**src/spq_pkg.sv**
```systemverilog
// ----------------------------------------------------------------------------
// spq_pkg
// Shared types and constants for the stable priority queue.
// ----------------------------------------------------------------------------
package spq_pkg;

    localparam int VALUE_W  = 32;
    localparam int REQ_PRI_W = 8;
    localparam int FILL_W   = 5;
    localparam int STATUS_W = 2;

    localparam logic OP_INSERT = 1'b0;
    localparam logic OP_REMOVE = 1'b1;

    typedef enum logic [STATUS_W-1:0] {
        STATUS_INSERTED = 2'd0,
        STATUS_REMOVED  = 2'd1,
        STATUS_EMPTY    = 2'd2,
        STATUS_FULL     = 2'd3
    } status_t;

    typedef struct packed {
        logic load;
        logic exec;
    } spq_cmd_t;

endpackage

```
**src/stable_priority_queue_top.sv**
```systemverilog
// ----------------------------------------------------------------------------
// stable_priority_queue_top
// Bounded priority queue kept as a sorted row of entry cells.
// ----------------------------------------------------------------------------
// Usage:
//   Command channel: drive op, value and priority_req with start high; the
//   transaction is taken at a clock edge where busy is low. op selects insert
//   or remove of the front entry. Lower priority numbers leave first; equal
//   priorities leave in arrival order.
//   Result channel: done is high for exactly one cycle with status, out_value
//   and fill_count valid. The receiver cannot stall; the fields hold only
//   until the next transaction executes.
//   Timing: the accepting edge loads the operand registers and enters the
//   execute state; done and the result registers load as it ends. Only one
//   transaction is in flight: busy covers the execute state, in which every
//   cell compares against the new priority and shifts in parallel.
//   A new command may be accepted in the same cycle its predecessor's result
//   is shown.
//   Reset: rst_n clears the controller and the entry count; the queue starts
//   empty. Entry storage is not cleared and is read only below the count.
// ----------------------------------------------------------------------------
module stable_priority_queue_top #(
    parameter int DEPTH         = 16,
    parameter int PRIORITY_BITS = 8
) (
    input  logic                                clk,
    input  logic                                rst_n,
    input  logic                                start,
    output logic                                busy,
    input  logic                                op,
    input  logic signed [spq_pkg::VALUE_W-1:0]  value,
    input  logic [spq_pkg::REQ_PRI_W-1:0]       priority_req,
    output logic                                done,
    output logic [spq_pkg::STATUS_W-1:0]        status,
    output logic signed [spq_pkg::VALUE_W-1:0]  out_value,
    output logic [spq_pkg::FILL_W-1:0]          fill_count
);
    import spq_pkg::*;

    spq_cmd_t cmd;

    spq_ctrl u_ctrl (
        .clk   (clk),
        .rst_n (rst_n),
        .start (start),
        .busy  (busy),
        .done  (done),
        .cmd   (cmd)
    );

    spq_datapath #(
        .DEPTH         (DEPTH),
        .PRIORITY_BITS (PRIORITY_BITS)
    ) u_datapath (
        .clk          (clk),
        .rst_n        (rst_n),
        .cmd          (cmd),
        .op           (op),
        .value        (value),
        .priority_req (priority_req),
        .status       (status),
        .out_value    (out_value),
        .fill_count   (fill_count)
    );

endmodule

```
**src/spq_datapath.sv**
```systemverilog
// ----------------------------------------------------------------------------
// spq_datapath
// Sorted row of entry cells with operand and result registers.
// ----------------------------------------------------------------------------
module spq_datapath #(
    parameter int DEPTH         = 16,
    parameter int PRIORITY_BITS = 8
) (
    input  logic                                clk,
    input  logic                                rst_n,
    input  spq_pkg::spq_cmd_t                   cmd,
    input  logic                                op,
    input  logic signed [spq_pkg::VALUE_W-1:0]  value,
    input  logic [spq_pkg::REQ_PRI_W-1:0]       priority_req,
    output logic [spq_pkg::STATUS_W-1:0]        status,
    output logic signed [spq_pkg::VALUE_W-1:0]  out_value,
    output logic [spq_pkg::FILL_W-1:0]          fill_count
);
    import spq_pkg::*;

    localparam int PB = (PRIORITY_BITS < REQ_PRI_W) ? PRIORITY_BITS : REQ_PRI_W;
    localparam int CW = $clog2(DEPTH + 1);

    logic                       op_reg;
    logic signed [VALUE_W-1:0]  val_reg;
    logic [PB-1:0]              pri_reg;

    logic signed [VALUE_W-1:0]  cell_val_reg [DEPTH];
    logic [PB-1:0]              cell_pri_reg [DEPTH];
    logic [CW-1:0]              count_reg;
    logic [CW-1:0]              count_next;

    status_t                    status_reg;
    status_t                    status_next;
    logic signed [VALUE_W-1:0]  out_value_reg;
    logic signed [VALUE_W-1:0]  out_value_next;

    logic [DEPTH-1:0]           ge;
    logic                       is_full;
    logic                       is_empty;

    assign is_full  = (count_reg == CW'(DEPTH));
    assign is_empty = (count_reg == '0);

    // ge[i]: cell i sits at or behind the insert position
    always_comb
    begin
        for (int i = 0; i < DEPTH; i++)
        begin
            ge[i] = ((count_reg > CW'(i)) && (cell_pri_reg[i] > pri_reg)) ||
                    (count_reg == CW'(i));
        end
    end

    always_comb
    begin
        count_next     = count_reg;
        status_next    = STATUS_INSERTED;
        out_value_next = '0;
        if (op_reg == OP_INSERT)
        begin
            if (is_full)
            begin
                status_next = STATUS_FULL;
            end
            else
            begin
                count_next = count_reg + CW'(1);
            end
        end
        else
        begin
            if (is_empty)
            begin
                status_next = STATUS_EMPTY;
            end
            else
            begin
                status_next    = STATUS_REMOVED;
                out_value_next = cell_val_reg[0];
                count_next     = count_reg - CW'(1);
            end
        end
    end

    always_ff @(posedge clk)
    begin
        if (cmd.load)
        begin
            op_reg  <= op;
            val_reg <= value;
            pri_reg <= priority_req[PB-1:0];
        end
    end

    always_ff @(posedge clk)
    begin
        if (cmd.exec)
        begin
            status_reg    <= status_next;
            out_value_reg <= out_value_next;
            if (op_reg == OP_INSERT)
            begin
                if (!is_full)
                begin
                    for (int i = 0; i < DEPTH; i++)
                    begin
                        if (ge[i])
                        begin
                            if (i > 0 && ge[(i > 0) ? i - 1 : 0])
                            begin
                                cell_val_reg[i] <= cell_val_reg[(i > 0) ? i - 1 : 0];
                                cell_pri_reg[i] <= cell_pri_reg[(i > 0) ? i - 1 : 0];
                            end
                            else
                            begin
                                cell_val_reg[i] <= val_reg;
                                cell_pri_reg[i] <= pri_reg;
                            end
                        end
                    end
                end
            end
            else
            begin
                for (int i = 0; i < DEPTH - 1; i++)
                begin
                    cell_val_reg[i] <= cell_val_reg[i + 1];
                    cell_pri_reg[i] <= cell_pri_reg[i + 1];
                end
            end
        end
    end

    always_ff @(posedge clk or negedge rst_n)
    begin
        if (!rst_n)
        begin
            count_reg <= '0;
        end
        else if (cmd.exec)
        begin
            count_reg <= count_next;
        end
    end

    assign status     = status_reg;
    assign out_value  = out_value_reg;
    assign fill_count = FILL_W'(count_reg);

endmodule

```
**src/spq_ctrl.sv**
```systemverilog
// ----------------------------------------------------------------------------
// spq_ctrl
// Transaction sequencer: accepts a command, runs it, strobes the result.
// ----------------------------------------------------------------------------
module spq_ctrl (
    input  logic              clk,
    input  logic              rst_n,
    input  logic              start,
    output logic              busy,
    output logic              done,
    output spq_pkg::spq_cmd_t cmd
);
    import spq_pkg::*;

    typedef enum logic [1:0] {
        ST_IDLE = 2'b01,
        ST_EXEC = 2'b10
    } state_t;

    state_t state_reg;
    state_t state_next;
    logic   done_reg;
    logic   done_next;

    always_comb
    begin
        state_next = state_reg;
        done_next  = 1'b0;
        cmd.load   = 1'b0;
        cmd.exec   = 1'b0;
        case (state_reg)
            ST_IDLE:
            begin
                if (start)
                begin
                    cmd.load   = 1'b1;
                    state_next = ST_EXEC;
                end
            end
            ST_EXEC:
            begin
                cmd.exec   = 1'b1;
                done_next  = 1'b1;
                state_next = ST_IDLE;
            end
            default:
            begin
                state_next = ST_IDLE;
            end
        endcase
    end

    always_ff @(posedge clk or negedge rst_n)
    begin
        if (!rst_n)
        begin
            state_reg <= ST_IDLE;
            done_reg  <= 1'b0;
        end
        else
        begin
            state_reg <= state_next;
            done_reg  <= done_next;
        end
    end

    assign busy = (state_reg != ST_IDLE);
    assign done = done_reg;

endmodule

```
**config.mk**
```make
export PLATFORM = sky130hd
export DESIGN_NAME = stable_priority_queue_top
export DESIGN_NICKNAME = d
export VERILOG_FILES = /design/src/spq_pkg.sv /design/src/stable_priority_queue_top.sv /design/src/spq_datapath.sv /design/src/spq_ctrl.sv
export SDC_FILE = /design/constraint.sdc
export NUM_CORES = 2
export LEC_CHECK = 0
export BUFFER_PORTS_ARGS = -buffer_cell sky130_fd_sc_hd__buf_2
export CAP_MARGIN = 20
export CORE_ASPECT_RATIO = 0.8
export CORE_MARGIN = 4
export CORE_UTILIZATION = 48
export CTS_BUF_LIST = sky130_fd_sc_hd__clkbuf_4
export DETAILED_ROUTE_END_ITERATION = 12
export HOLD_SLACK_MARGIN = 0.05
export PLACE_DENSITY_LB_ADDON = 0.3
export SLEW_MARGIN = 15
export SYNTH_ARGS = -nofsm -noshare
export SYNTH_HDL_FRONTEND = slang
export SYNTH_SLANG_ARGS = --single-unit
```
**constraint.sdc**
```tcl
create_clock -name clk -period 11.1 [get_ports clk]
set_input_delay 2.22 -clock clk [delete_from_list [all_inputs] [get_ports clk]]
set_output_delay 2.22 -clock clk [all_outputs]
set_load 0.02 [all_outputs]
```
## After elaboration in Yosys (flattened, before gate mapping)

Memory sizes are Yosys's and may differ from the RTL's.
Index checks and enable logic that the tools add are counted.

- Add/sub/neg operators: 2
- Magnitude comparators: 32
- Equality and inequality tests: 22
- Muxes and demuxes: 258
- Bitwise gates (word level): 61
- Reduce and logical (&&, ||, !) cells: 35

Operators by type and width:

| cell | number |
|---|---|
| $mux 32 | 30 |
| $mux 8 | 30 |
| $mux 1 | 190 |
| $gt 8x8->1 | 16 |
| $or 1x1->1 | 60 |
| $eq 5x4->1 const B | 8 |
| $gt 5x4->1 const B | 8 |
| $eq 5x3->1 const B | 4 |
| $gt 5x3->1 const B | 4 |
| $logic_and 1x1->1 | 16 |
| $logic_or 1x1->1 | 16 |
| $mux 5 | 3 |
| $eq 5x2->1 const B | 2 |
| $gt 5x1->1 const B | 2 |
| $gt 5x2->1 const B | 2 |
| $mux 2 | 5 |
| $add 5x1->5 const B | 1 |
| $eq 5x1->1 const B | 1 |
| $eq 5x5->1 const B | 1 |
| $logic_not 5->1 | 1 |
| $sub 5x1->5 const B | 1 |
| $ne 2x1->1 const B | 2 |
| $ne 2x2->1 const B | 2 |
| $reduce_and 3->1 | 1 |
| 4 further kinds | 4 |

- Register bits: 83
- Memory bits (writable): 640
- Output and inout port bits: 41
- Memories kept: 2

Memory list:

| memory | depth | width | rd ports | clocked after memory_dff | wr ports | line | RTL |
|---|---|---|---|---|---|---|---|
| u_datapath.cell_val_reg | 16 | 32 | 16 | 0 | 16 | spq_datapath.sv:28 | `logic signed [VALUE_W-1:0] cell_val_reg [DEPTH];` |
| u_datapath.cell_pri_reg | 16 | 8 | 16 | 0 | 16 | spq_datapath.sv:29 | `logic [PB-1:0] cell_pri_reg [DEPTH];` |

## Longest topological paths before layout

- Word-level depth: 11
- Mapped depth: 12

## Cells and area by module

Synthesis repeated with hierarchy kept, for this count alone.

- Cells, all modules: 3703
- Area, all modules: 39172.6 um2

Modules (own cells, without submodules):

| module | instances | cells each | area each (um2) |
|---|---|---|---|
| spq_datapath | 1 | 3694 | 39051.2 |
| spq_ctrl | 1 | 9 | 121.4 |

## Worst setup path after synthesis

No wires, ideal clock.

- Kind: reg-to-reg
- Start: register u_datapath.pri_reg[1]
- End: memory u_datapath.cell_pri_reg[0][10] (netlist name) (enable)
- Library setup time: 0.493 ns
- Data arrival time: 5.253 ns
- Path slack: 5.355 ns
- Cell stages (with the launch flop): 11
- Path buffers: 3
- Clock period less this slack: 5.745 ns
- Cells stage by stage: edfxtp_1 > clkbuf_1 > inv_1 > ha_1 > nor2b_1 > o211ai_1 > a2111o_1 > and3_1 > clkbuf_1 > clkbuf_1 > o21ai_0

RTL lines:

| what | line | RTL |
|---|---|---|
| start, declared | spq_datapath.sv:26 | `logic [PB-1:0] pri_reg;` |
| start signal, assigned | spq_datapath.sv:92 | `pri_reg <= priority_req[PB-1:0];` |
| end, declared | spq_datapath.sv:29 |  |

==> flow_metrics.py <==
metrics = {
    "status": {
        "status": "completed",
    },
    "min_path": {
        "min_path_type": "flip-flop to flip-flop",
        "min_from": "u_datapath.cell_val_reg[0][484]",
    },
    "power_and_ir_drop": {
        "peakVddDrop_mv": 0.126,
        "pwr-share-seq_pct": 43.9,
        "clockPowerShare_pct": 31.7,
        "p_comb_share_pct": 24.4,
        "cellPowerDensity_mw_per_mm2": 173,
        "netSwitchingPower_uw": 2650,
        "p_sw_share_pct": 34.8,
        "internal_power_uw": 4970,
        "cellLeakagePower_uw": 0.0161,
    },
    "placed_design": {
        "gp_congestion": 0.900,
        "dpl_cell_area_sq_mm": 0.0416,
        "port_buffers": 84,
        "hpwl_microns": 80500,
    },
    "clocking": {
        "cts_tree": "yes",
        "cts.root.buffer_cell": "clkbuf_4",
        "cts_buffer_depth": 3,
        "cts_sinks": 723,
        "clock_latency_ns": 1.10,
        "postCtsHoldBufs": 0,
        "clk_pin_slew_ns": 0.07,
        "ctsResizeCount": 0,
        "cts_post_setup_buffers_inserted": 0,
        "htreeDepth": 4,
        "cts_inserted_buffers": 190,
    },
    "setup_path": {
        "worst-path-max-fanout": 43,
        "cp.arrival_ns": 5.45,
        "path_common_cell": "buf_4",
        "r2r-start": "u_datapath.pri_reg[6]",
        "crit_family": "buffers and inverters",
        "path_buf_inv": 4,
        "worstSetupStartpointType": "flip-flop",
        "worstSetupStartpoint": "u_datapath.pri_reg[6]",
        "end_kind": "flip-flop",
        "max_stage_delay_ns": 0.83,
        "cp_slowest_cell": "and2_1",
        "critPathKind": "flip-flop to flip-flop",
        "critPathRequiredTime_ns": 11.89,
        "worstPathCellList": "inv_1 > buf_4 > ha_1 > nand4_1 > a2111o_1 > a31oi_4 > buf_4 > and2_1 > buf_4 > o211ai_1",
    },
    "route": {
        "drt_wl_total_microns": 129000,
        "viasPerCell": 6.50,
        "drt-initial-drc-count": 5045,
        "wl_per_cell_microns": 25.6,
        "drc": 0,
        "detail-route-antenna-nets": 0,
        "routed-via-count": 32800,
        "firstDrtPassIters": 6,
    },
    "yosys": {
        "ys_seq_area_share_pct": 53.7,
        "synthSimpleGateAreaFrac_pct": 15.6,
        "ys_types": 67,
        "synth-compound-area-share_pct": 15.6,
        "ys_seq_elements": 723,
        "synth_edf_count": 715,
        "synthMuxAreaShare_pct": 6.37,
        "synth_top_family_by_area": "compound AO/OA/AOI/OAI gates",
        "yosysWarnings": 0,
        "synthFlopType": "edfxtp_1",
        "synthXorXnorAreaFrac_pct": 0.108,
        "syn_inst": 3806,
        "synth_nets": 3984,
        "synthAdderAreaFrac_pct": 4.15,
        "syn_avg_cell_area_sq_um": 10.6,
        "async_flop_share_pct": 1.11,
        "netlist_area_sq_mm": 0.0404,
    },
    "grt": {
        "grt_usage_pct": 28.2,
        "antenna_found_initial": 5,
        "grt_max_degree": 181,
        "first_global_vias": 30500,
        "grt_overflow": 0,
        "grt_pass1_wl_microns": 194000,
    },
    "floorplan": {
        "die_area_sq_mm": 0.0888,
        "coreArea_sq_mm": 0.0828,
        "initial_utilization_pct": 48.8,
        "die_x_microns": 332,
        "die_h_microns": 267,
        "ios": 85,
        "rows": 94,
    },
    "timing": {
        "final.period_utilization_pct": 41.9,
        "hold_violations": 0,
        "final-setup-viol-count": 0,
        "fin_tns_setup_ns": 0,
        "tightestPinTransition_ns": 1.07,
        "period_needed_ns": 4.66,
        "slew_headroom_pct": 28.8,
        "skew_ns": 0.0649,
        "rsz0062_at_grt": "no",
        "slew_violations": 0,
        "max_freq_mhz": 215,
    },
    "job": {
        "maxCapViolCount": 0,
    },
    "finish": {
        "area_growth_pct": 9.19,
        "final_common_cell": "nand2_1",
        "post-route-util_pct": 53.2,
        "final_cell_mix": "nand2_1, edfxtp_1, clkbuf_4",
        "nets": 3979,
        "largest_reg_flops": 512,
        "drive_gt1_share_pct": 13.8,
        "final_area_sq_mm": 0.0441,
    },
}
[power groups by stage]
stage	Sequential (uW)	Combinational, uW	Clock (uW)
floorplan	3300	1270	0
global placement	3380	1770	0
detailed placement	3390	1800	0
CTS	3330	1800	2450
global route	3350	1950	2610
finish	3340	1860	2420
[synthesized netlist by cell type (66+ instances only)]
cell type	n	area (sq um)
nor3_1	121	606
a21oi_1	72	360
ha_1	134	1680
o21ai_0	201	1010
o211ai_1	220	1650
edfxtp_1	715	21500
clkbuf_1	272	1020
a221o_1	116	1160
nor2_1	78	293
inv_1	66	248
nand3_1	168	841
and2_1	148	926
mux2i_1	175	1750
nand2_1	754	2830
[through the flow]
stage / setup slack (ns) / std cells / hold WS, ns / total power, uW
2_1_floorplan: 5.35 / 3806 / 0.496 / 4570
3_3_place_gp: 6.57 / 4708 / 0.501 / 5160
3_5_place_dp: 6.51 / 4709 / 0.511 / 5190
4_1_cts: 6.47 / 5035 / 0.526 / 7580
5_1_grt: 6.36 / 5042 / 0.560 / 7910
6_report: 6.44 / 5046 / 0.523 / 7620
[logic make-up after synthesis]
group	Yosys count
simple gates	1390
compound gates	876
flops	723
buf+inv	430
mux	248
fa+ha+maj	134
xor+xnor	5
[tightest hold or removal path, cell delays in order, from the launching register on]
cell and delay [ns]:
edfxtp_1 0.32, nand2_1 0.04, o21ai_0 0.05
[layout make-up]
class,count,area (sq um)
fill,7279,38700
sequential,723,21700
multi-input combinational,2653,17200
clock buffer,291,2180
tap,1104,1380
timing repair buffer,167,1130
inverter,66,248
clock inverter,35,244
antenna,7,17.5
[path summary, 6_finish.rpt]
kind,end,slack [ns],depth (start not counted)
max in group asynchronous,u_ctrl.state_reg[0],9.90,1
min in group asynchronous,u_ctrl.state_reg[1],0.96,1
max,u_datapath.cell_val_reg[0][45],6.44,10
min reg2reg,u_datapath.cell_val_reg[0][452],0.52,2
max reg2reg,u_datapath.cell_val_reg[0][45],6.44,10
min,u_datapath.cell_val_reg[0][452],0.52,2
[layer usage]
layer  part of all wire (%)  track usage (%)
met4                    1.7             7.38
met3                     15             8.43
met2                     40             38.1
met1                     43             43.7
met5                  0.043                0
Note: power is estimated with default switching activity, not from simulation.
